## config.mk

```make
export PLATFORM = sky130hd
export DESIGN_NAME = netascii_block_packetizer_unit
export DESIGN_NICKNAME = d
export VERILOG_FILES = /design/src/design/nbpk_pkg.sv /design/src/design/nbpk_queue.sv /design/src/design/nbpk_front.sv /design/src/design/nbpk_back.sv /design/src/design/netascii_block_packetizer_unit.sv
export SDC_FILE = /design/constraint.sdc
export NUM_CORES = 1
export LEC_CHECK = 0
export BUFFER_PORTS_ARGS = -buffer_cell sky130_fd_sc_hd__clkbuf_2
export CORE_ASPECT_RATIO = 1.2
export CORE_UTILIZATION = 55
export DETAILED_ROUTE_END_ITERATION = 8
export HOLD_SLACK_MARGIN = 0.1
export PLACE_DENSITY = 0.79
export SYNTH_ARGS = -nofsm -noshare
export SYNTH_HDL_FRONTEND = slang
export SYNTH_SLANG_ARGS = --single-unit
```

## constraint.sdc

```tcl
create_clock -name clk -period 2.5 [get_ports clk]
set_input_delay 0.125 -clock clk [delete_from_list [all_inputs] [get_ports clk]]
set_output_delay 0.125 -clock clk [all_outputs]
set_load 0.05 [all_outputs]
```

## src/design/nbpk_pkg.sv

```systemverilog
// ---------------------------------------------------------------------------
// nbpk_pkg
// Types and constants of the netascii block packetizer.
// ---------------------------------------------------------------------------
package nbpk_pkg;

	localparam int BLOCK_BYTES = 512;
	localparam int FILL_W      = $clog2(BLOCK_BYTES);
	localparam int BLKNUM_W    = 16;
	localparam int QDEPTH      = 2;
	localparam int QPTR_W      = $clog2(QDEPTH);
	localparam int QCNT_W      = $clog2(QDEPTH + 1);

	localparam logic [FILL_W-1:0] FILL_LAST = FILL_W'(BLOCK_BYTES - 1);

	localparam logic [1:0] MODE_NETASCII = 2'd0;
	localparam logic [1:0] MODE_OCTET    = 2'd1;
	localparam logic [1:0] MODE_SINGLE   = 2'd2;

	localparam logic [7:0] CH_CR  = 8'h0D;
	localparam logic [7:0] CH_LF  = 8'h0A;
	localparam logic [7:0] CH_NUL = 8'h00;

	typedef enum logic [1:0] {
		CMD_BYTE,
		CMD_LF,
		CMD_CR,
		CMD_EOF
	} cmd_kind_t;

	typedef struct packed {
		cmd_kind_t  kind;
		logic [7:0] data;
		logic       one_byte;
	} cmd_t;

	typedef enum logic {
		PH_FIRST,
		PH_SECOND
	} phase_t;

endpackage

```

## src/design/nbpk_queue.sv

```systemverilog
// ---------------------------------------------------------------------------
// nbpk_queue
// Short command queue between the front and the back.
// ---------------------------------------------------------------------------
module nbpk_queue (
	input  logic          clk,
	input  logic          arst_n,
	input  logic          push_valid,
	input  nbpk_pkg::cmd_t push_cmd,
	output logic          push_ready,
	output logic          head_valid,
	output nbpk_pkg::cmd_t head_cmd,
	input  logic          pop
);
	import nbpk_pkg::*;

	cmd_t              mem_q [QDEPTH];
	logic [QPTR_W-1:0] wr_ptr_q;
	logic [QPTR_W-1:0] rd_ptr_q;
	logic [QCNT_W-1:0] count_q;
	logic              do_push;
	logic              do_pop;

	assign push_ready = (count_q != QCNT_W'(QDEPTH));
	assign head_valid = (count_q != '0);
	assign head_cmd   = mem_q[rd_ptr_q];
	assign do_push    = push_valid && push_ready;
	assign do_pop     = pop && head_valid;

	always_ff @(posedge clk) begin
		if (do_push) begin
			mem_q[wr_ptr_q] <= push_cmd;
		end
	end

	always_ff @(posedge clk or negedge arst_n) begin
		if (!arst_n) begin
			wr_ptr_q <= '0;
			rd_ptr_q <= '0;
			count_q  <= '0;
		end else begin
			if (do_push) begin
				wr_ptr_q <= (wr_ptr_q == QPTR_W'(QDEPTH - 1)) ? '0 : QPTR_W'(wr_ptr_q + 1'b1);
			end
			if (do_pop) begin
				rd_ptr_q <= (rd_ptr_q == QPTR_W'(QDEPTH - 1)) ? '0 : QPTR_W'(rd_ptr_q + 1'b1);
			end
			unique case ({do_push, do_pop})
				2'b10:   count_q <= QCNT_W'(count_q + 1'b1);
				2'b01:   count_q <= QCNT_W'(count_q - 1'b1);
				default: count_q <= count_q;
			endcase
		end
	end

endmodule

```

## src/design/nbpk_front.sv

```systemverilog
// ---------------------------------------------------------------------------
// nbpk_front
// Mode register and request classifier.
// ---------------------------------------------------------------------------
module nbpk_front (
	input  logic           clk,
	input  logic           arst_n,
	input  logic           cfg_we,
	input  logic [1:0]     cfg_wdata,
	input  logic           func,
	input  logic [7:0]     data_byte,
	output nbpk_pkg::cmd_t cmd
);
	import nbpk_pkg::*;

	logic [1:0] mode_q;

	always_ff @(posedge clk or negedge arst_n) begin
		if (!arst_n) begin
			mode_q <= MODE_OCTET;
		end else if (cfg_we) begin
			mode_q <= cfg_wdata;
		end
	end

	always_comb begin
		cmd.data     = data_byte;
		cmd.one_byte = (mode_q == MODE_SINGLE);
		priority if (func) begin
			cmd.kind = CMD_EOF;
		end else if (mode_q == MODE_NETASCII && data_byte == CH_LF) begin
			cmd.kind = CMD_LF;
		end else if (mode_q == MODE_NETASCII && data_byte == CH_CR) begin
			cmd.kind = CMD_CR;
		end else begin
			cmd.kind = CMD_BYTE;
		end
	end

endmodule

```

## src/design/nbpk_back.sv

```systemverilog
// ---------------------------------------------------------------------------
// nbpk_back
// Block sequencer: fill and block number, one result per cycle unless the output stalls.
// ---------------------------------------------------------------------------
module nbpk_back (
	input  logic                          clk,
	input  logic                          arst_n,
	input  logic                          head_valid,
	input  nbpk_pkg::cmd_t                head_cmd,
	output logic                          pop,
	output logic                          out_valid,
	input  logic                          out_ready,
	output logic                          byte_valid,
	output logic [7:0]                    out_byte,
	output logic [nbpk_pkg::BLKNUM_W-1:0] block_id,
	output logic                          packet_end,
	output logic                          last
);
	import nbpk_pkg::*;

	logic [FILL_W-1:0]   fill_q;
	logic [BLKNUM_W-1:0] blk_q;
	phase_t              phase_q;
	phase_t              phase_d;
	logic                out_valid_q;
	logic                byte_valid_q;
	logic [7:0]          out_byte_q;
	logic [BLKNUM_W-1:0] block_id_q;
	logic                packet_end_q;
	logic                last_q;

	logic                advance;
	logic                r_valid;
	logic [7:0]          r_byte;
	logic                r_end;
	logic                r_last;
	logic [FILL_W-1:0]   fill_d;
	logic [BLKNUM_W-1:0] blk_d;
	logic                at_last_slot;

	assign advance      = head_valid && (!out_valid_q || out_ready);
	assign at_last_slot = (fill_q >= FILL_LAST);

	// next phase of a CR/LF expansion
	always_comb begin
		phase_d = phase_q;
		if (head_cmd.kind == CMD_LF || head_cmd.kind == CMD_CR) begin
			unique case (phase_q)
				PH_FIRST:  phase_d = at_last_slot ? PH_FIRST : PH_SECOND;
				PH_SECOND: phase_d = PH_FIRST;
				default:   phase_d = PH_FIRST;
			endcase
		end
	end

	// result and state update
	always_comb begin
		r_valid = 1'b0;
		r_byte  = CH_NUL;
		r_end   = 1'b1;
		r_last  = 1'b0;
		pop     = 1'b0;
		fill_d  = '0;
		blk_d   = BLKNUM_W'(blk_q + 1'b1);
		unique case (head_cmd.kind)
			CMD_EOF: begin
				if (fill_q == '0) begin
					// zero-length block, numbering restarts
					r_last = 1'b1;
					pop    = 1'b1;
					blk_d  = BLKNUM_W'(1);
				end
			end
			CMD_LF, CMD_CR: begin
				if (phase_q == PH_FIRST) begin
					// byteless close if the pair would not fit
					if (!at_last_slot) begin
						r_valid = 1'b1;
						r_byte  = CH_CR;
						r_end   = 1'b0;
						fill_d  = FILL_W'(fill_q + 1'b1);
						blk_d   = blk_q;
					end
				end else begin
					r_valid = 1'b1;
					r_byte  = (head_cmd.kind == CMD_LF) ? CH_LF : CH_NUL;
					r_end   = at_last_slot;
					r_last  = 1'b1;
					pop     = 1'b1;
					if (!at_last_slot) begin
						fill_d = FILL_W'(fill_q + 1'b1);
						blk_d  = blk_q;
					end
				end
			end
			default: begin
				r_valid = 1'b1;
				r_byte  = head_cmd.data;
				r_end   = head_cmd.one_byte || at_last_slot;
				r_last  = 1'b1;
				pop     = 1'b1;
				if (!r_end) begin
					fill_d = FILL_W'(fill_q + 1'b1);
					blk_d  = blk_q;
				end
			end
		endcase
		if (!advance) begin
			pop = 1'b0;
		end
	end

	always_ff @(posedge clk or negedge arst_n) begin
		if (!arst_n) begin
			fill_q      <= '0;
			blk_q       <= BLKNUM_W'(1);
			phase_q     <= PH_FIRST;
			out_valid_q <= 1'b0;
		end else if (advance) begin
			fill_q      <= fill_d;
			blk_q       <= blk_d;
			phase_q     <= phase_d;
			out_valid_q <= 1'b1;
		end else if (out_ready) begin
			out_valid_q <= 1'b0;
		end
	end

	always_ff @(posedge clk) begin
		if (advance) begin
			byte_valid_q <= r_valid;
			out_byte_q   <= r_byte;
			block_id_q   <= blk_q;
			packet_end_q <= r_end;
			last_q       <= r_last;
		end
	end

	assign out_valid  = out_valid_q;
	assign byte_valid = byte_valid_q;
	assign out_byte   = out_byte_q;
	assign block_id   = block_id_q;
	assign packet_end = packet_end_q;
	assign last       = last_q;

endmodule

```

## src/design/netascii_block_packetizer_unit.sv

```systemverilog
// ---------------------------------------------------------------------------
// netascii_block_packetizer_unit
// Cuts file bytes into numbered data blocks, netascii, octet or one-byte.
// ---------------------------------------------------------------------------
// Path: an accepted request goes through the queue, then the output register.
// Throughput: one result per cycle unless the output stalls; a plain byte
//   gives one result, a CR or LF in netascii two or three, EOF one or two.
// Reset: fill 0, block number 1, mode octet, queue and output register empty.
// ---------------------------------------------------------------------------
module netascii_block_packetizer_unit (
	input  logic                          clk,
	input  logic                          arst_n,
	// configuration: transfer mode
	input  logic                          cfg_we,
	input  logic [1:0]                    cfg_wdata,
	// input requests
	input  logic                          in_valid,
	output logic                          in_ready,
	input  logic                          func,
	input  logic [7:0]                    data_byte,
	// result requests
	output logic                          out_valid,
	input  logic                          out_ready,
	output logic                          byte_valid,
	output logic [7:0]                    out_byte,
	output logic [nbpk_pkg::BLKNUM_W-1:0] block_id,
	output logic                          packet_end,
	output logic                          last
);
	import nbpk_pkg::*;

	cmd_t front_cmd;
	cmd_t head_cmd;
	logic head_valid;
	logic pop;

	// Front: holds the mode and tags each request as plain byte, LF, CR or
	// end of file. Classification is combinational into the queue.
	nbpk_front u_front (
		.clk       (clk),
		.arst_n    (arst_n),
		.cfg_we    (cfg_we),
		.cfg_wdata (cfg_wdata),
		.func      (func),
		.data_byte (data_byte),
		.cmd       (front_cmd)
	);

	// Queue: lets requests keep arriving while the back expands a CR/LF or
	// waits on a stalled output.
	nbpk_queue u_queue (
		.clk        (clk),
		.arst_n     (arst_n),
		.push_valid (in_valid),
		.push_cmd   (front_cmd),
		.push_ready (in_ready),
		.head_valid (head_valid),
		.head_cmd   (head_cmd),
		.pop        (pop)
	);

	// Back: owns fill and block number; emits one result a cycle into its output
	// register unless stalled, and pops the queue on the request's final result.
	nbpk_back u_back (
		.clk        (clk),
		.arst_n     (arst_n),
		.head_valid (head_valid),
		.head_cmd   (head_cmd),
		.pop        (pop),
		.out_valid  (out_valid),
		.out_ready  (out_ready),
		.byte_valid (byte_valid),
		.out_byte   (out_byte),
		.block_id   (block_id),
		.packet_end (packet_end),
		.last       (last)
	);

endmodule

```

[Word-level counts from Yosys, hierarchy flattened]
Memories as Yosys holds them, arrays and structs flattened.
Index checks and enable logic that the tools add are counted.
Word-level totals
  RAM bits: 22
  output and inout bits: 29
  input port bits: 16
  memories: 1
  register bits: 60
  word-level logic and storage cells: 82
Operators by class
  reduce and logical (&&, ||, !) cells: 18
  magnitude comparators: 1
  bitwise operators: 1
  $add $sub $neg: 6
  mux-type cells: 32
  equal/unequal tests: 10
Memories
  u_queue.mem_q: words 2, width 11, rd ports 1, clocked after memory_dff 0, wr ports 1, line nbpk_queue.sv:17  | cmd_t mem_q [QDEPTH];
Operators with widths (count)
  $mux W16: 3
  $pmux W16 S2: 1
  $mux W9: 2
  $pmux W9 S2: 1
  $add A16 B1 Y16 const B: 1
  $eq A8 B4 Y1 const B: 2
  $pmux W8 S2: 1
  $mux W1: 13
  $add A9 B1 Y9 const B: 1
  $ge A9 B9 Y1 const B: 1
  $logic_not A9 Y1: 1
  $eq A2 B2 Y1 const B: 4
  $mux W4: 2
  $mux W8: 1
  $pmux W1 S2: 4
  $mux W2: 3
  $reduce_bool A2 Y1: 3
  $logic_and A1 B1 Y1: 5
  $eq A2 B1 Y1 const B: 2
  $pmux W2 S2: 1
  $logic_or A1 B1 Y1: 3
  $reduce_and A3 Y1: 1
  $reduce_bool A3 Y1: 1
  $add A1 B1 Y1 const B: 2
  9 further kinds: 9

[Logic depth before layout (Yosys ltp)]
Gate-level depths: netlist (run 1).
An unclocked memory read counts as a cell.
  word-level depth: 8
  depth in mapped cells: 10
  gate-level depth less buffers: 9

[Hierarchy]
A second synthesis (run 1) with hierarchy kept.
Second synthesis, totals
  cells, all modules: 296
  area, all modules: 3689.8 um^2
Modules (own cells, without submodules)
  nbpk_back: seq. area each 1487.7 um^2, area each 2503.7 um^2, cells each 226, instances 1
  nbpk_queue: seq. area each 760.7 um^2, area each 987.2 um^2, cells each 51, instances 1
  nbpk_front: seq. area each 51.3 um^2, area each 198.9 um^2, cells each 19, instances 1

[Worst setup path after synthesis (run 1)]
OpenSTA, ideal clock, no wires.
  kind: reg2reg
  from: register u_queue.rd_ptr_q
  to: register u_queue.count_q[1]
  data required time: 2375 ps
  setup time: 125 ps
  arrival time: 2050 ps
  setup slack: 325 ps
  clock period less this slack: 2175 ps
  stages on the path, launching flop included: 10
  cell sequence: dfrtp_1 -> buf_2 -> mux2i_1 -> ha_1 -> a21oi_1 -> a21oi_1 -> ha_1 -> xnor2_1 -> nor2_1 -> xor2_1
On the way
  word-level cells in the longest chain between the ends: 8
  elaborated cells between the ends (all ways): 12
  those cells by class: eq/ne (5); mux (3); reduce/logical (3); memory (1)
RTL lines
  from (decl): line nbpk_queue.sv:19  | logic [QPTR_W-1:0] rd_ptr_q;
  from (signal assigned): line nbpk_queue.sv:46  | rd_ptr_q <= (rd_ptr_q == QPTR_W'(QDEPTH - 1)) ? '0 : QPTR_W'(rd_ptr_q + 1'b1);
  $mem_v2 Z2 W11 *
  $eq A2 B1 Y1 or $eq A2 B2 Y1 (tied branches): line nbpk_back.sv:65  | unique case (head_cmd.kind)
  $reduce_or A2 Y1: line nbpk_back.sv:65
  $pmux W1 S2 *: line nbpk_back.sv:65
  $mux W1 *: line nbpk_back.sv:108  | if (!advance) begin
  $logic_and A1 B1 Y1 *: line nbpk_queue.sv:28  | assign do_pop = pop && head_valid;
  via u_queue.do_pop: line nbpk_queue.sv:22  | logic do_pop;
  $eq A2 B1 Y1 or $eq A2 B2 Y1 (tied branches): line nbpk_queue.sv:48  | unique case ({do_push, do_pop})
  $pmux W2 S2 or $reduce_bool A2 Y1 (tied branches)
  to (signal assigned): line nbpk_queue.sv:49  | 2'b10: count_q <= QCNT_W'(count_q + 1'b1);
  to (signal assigned): line nbpk_queue.sv:50  | 2'b01: count_q <= QCNT_W'(count_q - 1'b1);
  to (signal assigned): line nbpk_queue.sv:51  | default: count_q <= count_q;
  to (decl): line nbpk_queue.sv:20  | logic [QCNT_W-1:0] count_q;
Mark *: on every way through the listed nets, which the timed path passes. The rest lies on a longest branch.
A chain may end at the register's enable or synchronous reset.

[Final worst setup path (run 1)]
Same ends and word-level chain as after synthesis.

==> metrics, run 1 <==
FP Rows=32; initial antenna violation count=0; Core ar.=6410 µm²; CTS Buffer Depth=2; hpwl dp=4.35 mm; layout cells sized above 1=0.267; routed vias/inst=5.49; Final Hold Vio Count=0; first drt pass iteration count=4; via count of the first global-routing pass=2435; FF-to-FF setup slack=200 ps; GP Congestion=0.824; H-tree depth=3; total track usage=0.212; Setup crit start kind=flip-flop; top-area cell type share of the netlist area=0.404; hold crit path type=input pin to async pin; GRT overflow=0; Post-CTS Setup Bufs=0; die area=~7000 µm²; Power Total=0.00521 W; synth-to-layout area growth=18.9%; max frequency=between 400 and 500 MHz; IO Port Bufs=44; register area share after synthesis=0.631; Die X=76.3 µm; Reg-to-Reg End=u_queue.count_q[1]; slew margin rel.=0.443; syn_nets=307; status=finished, final reports clean; Residual DRC=0; CP Max Fanout=7; fin crit period=2300 ps; maxcap violations=0; worst r2r path cells=7; drt wl/cell=14.8 µm; Multi-input gate area=1260 µm²; skew final=12.8 ps; RSZ-0062 raised after global routing=no; critical path arrival=2580 ps; Critical Path Start=u_queue.rd_ptr_q; global-route wire length before repair=11.4 mm; Mean Syn Cell Area=12.9 µm²; top_reg_cell synth=edfxtp_1; Cell variety after synth=46; number of routed nets with antenna violations=0; Setup CP Type=flip-flop to flip-flop; largest net degree at the start of global routing=34; Setup TNS=0 ps; Post-synth EDFFs=49; max-slew violations=0; synth top area cells=edfxtp_1, dfrtp_1, ha_1; routed via count=around 2400; maximum vdd drop=0.848 mV; fillcell total=approximately 490; Register Area=2300 µm²; final period utilization=0.921; CP endpoint=u_queue.count_q[1]; n_diodes=0; design area=around 4300 µm²; most common cell after layout, fill and taps aside=edfxtp_1; Initial Util=0.569; clk_lat worst skew=roughly 350 ps; Die Ht=approximately 90 µm; yosys warns=0; Post-synth ARST share=0.402; nets=375; Worst Tran Pin Value=835 ps; Detailed Route Iter0 Violations=137; required time of the critical path=about 2800 ps; worst r2r src=u_queue.rd_ptr_q; PD cells=1200 nW/µm²; CTS tree=done; Clock transition at path regs=80 ps; most frequent cells in the layout=edfxtp_1, clkbuf_2, dfrtp_1; IO Pins=45; CTS Buf Count=9; Clock Sinks=82; top cell type by total area after synthesis=edfxtp_1; Synth Cell Area=3640 µm²; Post-DP Area=about 4000 µm²; Root Driver=clkbuf_8; LEAKAGE=roughly 1.8 nW; DRT Wirelength=6.51 mm; flops & latches, synth=82; synthesized instance count=283; crit path capture type=flip-flop; Setup-failing EPs final=0
==> synth_stat cells (2+ instances only) <==
cell and count:
o31ai_2 5, nor3_1 7, nor2_1 20, buf_6 2, inv_1 11, a21o_1 6, buf_2 3, o21ai_2 8
o31ai_1 4, o21ai_1 4, edfxtp_1 49, or3_1 2, nand2b_1 5, ha_1 8, nand3_1 10, a31oi_1 5
clkbuf_1 3, dfrtp_1 31, and3_1 2, o22ai_1 2, nand2_1 20, nand4_1 5, nor2b_1 7, dfstp_2 2
xor2_1 4, and2_1 2, mux2_2 5, mux2i_1 8, o21ai_0 10, a21oi_1 9, xnor2_1 5, nor4_1 4
nand3_2 2
==> timing repair <==
action | CTS | global route
gates resized for setup | 0 | 2
hold buffers | 16 | 0
endpoints found under the setup margin | 0 | 11
endpoints found under the hold margin | 55 | 0
==> routing by layer <==
layer	GRT usage	vias to the layer above	routed length (µm)
met5	0	-	0
met4	0.0913	0	87
met3	0.0342	9	230
met2	0.390	51	3610
met1	0.242	1182	2580
li1	-	1180	-
==> per-stage QoR <==
stage / cells / utilization / hold WS (ps) / setup WS [ps]
floorplan: 283 / - / -171 / 325
global placement: 409 / 0.618 / 268 / 298
detailed placement: 409 / 0.618 / 275 / 99.2
CTS: 441 / 0.674 / 421 / 84.2
global route: 441 / 0.676 / 493 / 7.29
finish: 441 / 0.676 / 405 / 197
==> state kept, by name (all words and copies together), names as in the netlist <==
name,cells
u_queue.rd_ptr_q,1
u_queue.count_q,2
u_back.phase_q,1
u_queue.mem_q,22
u_queue.wr_ptr_q,1
u_back.blk_q,16
u_back.last,1
u_front.mode_q,2
u_back.out_valid,1
u_back.out_byte,8
u_back.fill_q,9
u_back.packet_end,1
u_back.block_id,16
u_back.byte_valid,1
==> critical path, stage by stage (launching register included) <==
cell     delay [ps]
dfrtp_1         500
mux2i_1         370
ha_1            380
a21oi_1         210
a21oi_1         130
ha_1            350
nor2_1          140
xor2_1          150
==> power breakdown <==
group	internal, W	switching, W	total [W]
sequential	0.00191	0.000224	0.00214
combinational	0.000604	0.00151	0.00212
clock	0.000468	0.000492	0.000960
==> logic make-up after synthesis <==
| family | after synthesis | share of synthesized area |
|---|---|---|
| mux | 13 | 0.0374 |
| fa+ha+maj | 8 | 0.0275 |
| buf+inv | 20 | 0.0258 |
| compound gates | 62 | 0.132 |
| flops | 82 | 0.631 |
| simple gates | 89 | 0.125 |
| xor+xnor | 9 | 0.0216 |
==> how the worst min path moves through the flow <==
stage | from | end | slack [ps] | cells after the start
after global placement | arst_n | u_queue.wr_ptr_q | 270 | 1
final | arst_n | u_front.mode_q[1] | 410 | 2
after detailed placement | arst_n | u_queue.wr_ptr_q | 280 | 1
after floorplan | arst_n | u_back.blk_q[10] | -170 | 0
after CTS | arst_n | u_queue.wr_ptr_q | 420 | 2
after global routing | arst_n | u_queue.wr_ptr_q | 490 | 2
==> final cells by class <==
class | count | share of cell area
Sequential cell | 82 | 0.531
Multi-Input combinational cell | 181 | 0.291
Timing Repair Buffer | 65 | 0.0965
Clock buffer | 9 | 0.0286
Tap cell | 85 | 0.0246
Clock inverter | 7 | 0.0176
Inverter | 12 | 0.0104
No activity file was read; power rests on OpenSTA's default activity.
==> run 2, diff against run 1 <==
--- a/config.mk
+++ b/config.mk
@@ -11,6 +11,7 @@
 export DETAILED_ROUTE_END_ITERATION = 8
 export HOLD_SLACK_MARGIN = 0.1
 export PLACE_DENSITY = 0.79
+export SETUP_SLACK_MARGIN = 0.2
 export SYNTH_ARGS = -nofsm -noshare
 export SYNTH_HDL_FRONTEND = slang
 export SYNTH_SLANG_ARGS = --single-unit
==> run 2 against run 1 <==
Clock skew barely moved. Critical path depth stayed put. Clock-buffer cell count is the same. Total power grew 1.3%. Combinational power grew 2%. Clock power is essentially flat. Die area unchanged. Via count up 0.29%. Largest power group is now combinational cells.
==> metrics, run 2 (synthesis results as in run 1) <==
nets=377; critical path arrival=about 2500 ps; FP Rows=32; Biggest register=u_queue.mem_q; GP Congestion=0.824; max reg flops=22; PD cells=between 1000 and 1500 nW/µm²; IO Port Bufs=44; Detailed Route Iter0 Violations=140; number of routed nets with antenna violations=0; LEAKAGE=1.78 nW; crit path capture type=flip-flop; CTS Buffer Depth=2; CP bufs+invs=0; Setup-failing EPs final=0; Setup crit start kind=flip-flop; maxcap violations=0; routed via count=2429; drt wl/cell=about 15 µm; Worst path max stage delay=460 ps; critical path's top delay family=adder cells; fin crit period=2170 ps; Clock transition at path regs=approximately 80 ps; total track usage=0.212; layout cells sized above 1=0.282; first drt pass iteration count=4; n_diodes=0; clk_lat worst skew=360 ps; initial antenna violation count=0; status=finished, final reports clean; IO Pins=45; H-tree depth=3; global-route wire length before repair=11.4 mm; DRT Wirelength=6.61 mm; Setup CP Type=flip-flop to flip-flop; Initial Util=0.569; final period utilization=0.870; Final Hold Vio Count=0; RSZ-0062 raised after global routing=no; hold crit path type=input pin to async pin; hpwl dp=4.35 mm; max frequency=approximately 460 MHz; most frequent cells in the layout=edfxtp_1, clkbuf_2, dfrtp_1; fillcell total=486; Residual DRC=0; Die Ht=91.1 µm; largest net degree at the start of global routing=34; CP cell instances=mux2i_4 > ha_2 > a21oi_1 > a21oi_1 > ha_1 > nor2_1 > xor2_1; Setup WS post-layout=~330 ps; GRT overflow=0; Die X=76.3 µm; required time of the critical path=2780 ps; Setup TNS=0 ps; Core ar.=between 6000 and 7000 µm²; maximum vdd drop=around 0.85 mV; die area=between 6000 and 7000 µm²; max-slew violations=0; slew margin rel.=0.447; CP Max Fanout=7; Setup Slack @ Placement=99.2 ps; Clock Sinks=82; Root Driver=clkbuf_8; Worst Tran Pin Value=slightly above 800 ps; synth-to-layout area growth=19.8%; most numerous cell on the critical path=a21oi_1; Slowest-stage cell, CP=dfrtp_2; most common cell after layout, fill and taps aside=edfxtp_1; CTS tree=done; CTS Buf Count=9; via count of the first global-routing pass=approximately 2400; routed vias/inst=5.48; skew final=between 10 and 15 ps
-- run 2: cell count changes in the layout (fill, tap and decap cells not counted) --
| cell | change |
|---|---|
| buf_4 | +2 |
| mux2i_1 | -2 |
| dfrtp_1 | -1 |
| dfrtp_2 | +1 |
| ha_1 | -1 |
| ha_2 | +1 |
| mux2i_2 | +1 |
| mux2i_4 | +1 |
-- run 2: cell type report --
cell class                 count  area [µm²]  share of cell area
clock inverter                 7        76.3              0.0175
timing repair buffer          67         433              0.0992
inverter                      12        45.0              0.0103
tap                           85         106              0.0244
multi-input combinational    181        1280               0.293
sequential                    82        2300               0.527
clock buffer                   9         124              0.0284
-- run 2: path summary, 6_finish.rpt --
path                                 endpoint  slack, ps        startpoint  cells past startpoint
hold / removal              u_front.mode_q[1]        400            arst_n                      2
setup reg to reg           u_queue.count_q[1]        330  u_queue.rd_ptr_q                      7
hold reg to reg              u_queue.wr_ptr_q        510  u_queue.wr_ptr_q                      1
min in group clk             u_queue.wr_ptr_q        510  u_queue.wr_ptr_q                      1
setup / recovery           u_queue.count_q[1]        330  u_queue.rd_ptr_q                      7
max in group asynchronous    u_queue.rd_ptr_q       1540            arst_n                      2
-- run 2: where the power goes --
part	total, W	internal (W)	switching (W)
registers	0.00215	0.00192	0.000232
clock network	0.000959	0.000468	0.000491
logic	0.00217	0.000646	0.00153
-- run 2: routing by layer --
metal  routed length, µm  vias up  share of wire  GRT usage
li1                    -     1188              -          -
met3                 247        9          0.037     0.0342
met5                   0        -              0          0
met1                2610     1186           0.39      0.242
met4                  68        0          0.010     0.0913
met2                3690       46           0.56      0.390
-- run 2: per-stage QoR --
stage	utilization	hold WS, ps	power [W]	cell area (µm²)	std cells
floorplan	-	-171	0.00379	3640	283
global placement	0.618	268	0.00418	3960	409
detailed placement	0.618	275	0.00425	3960	409
CTS	0.676	421	0.00525	4330	441
global route	0.681	493	0.00557	4360	443
finish	0.681	401	0.00528	4360	443
-- run 2: what timing repair did --
item	4_1_cts	5_1_grt
hold buffers	16	0
buffers inserted	0	2
hold endpoints to repair	55	0
resized for setup	3	4
setup endpoints to repair	16	6
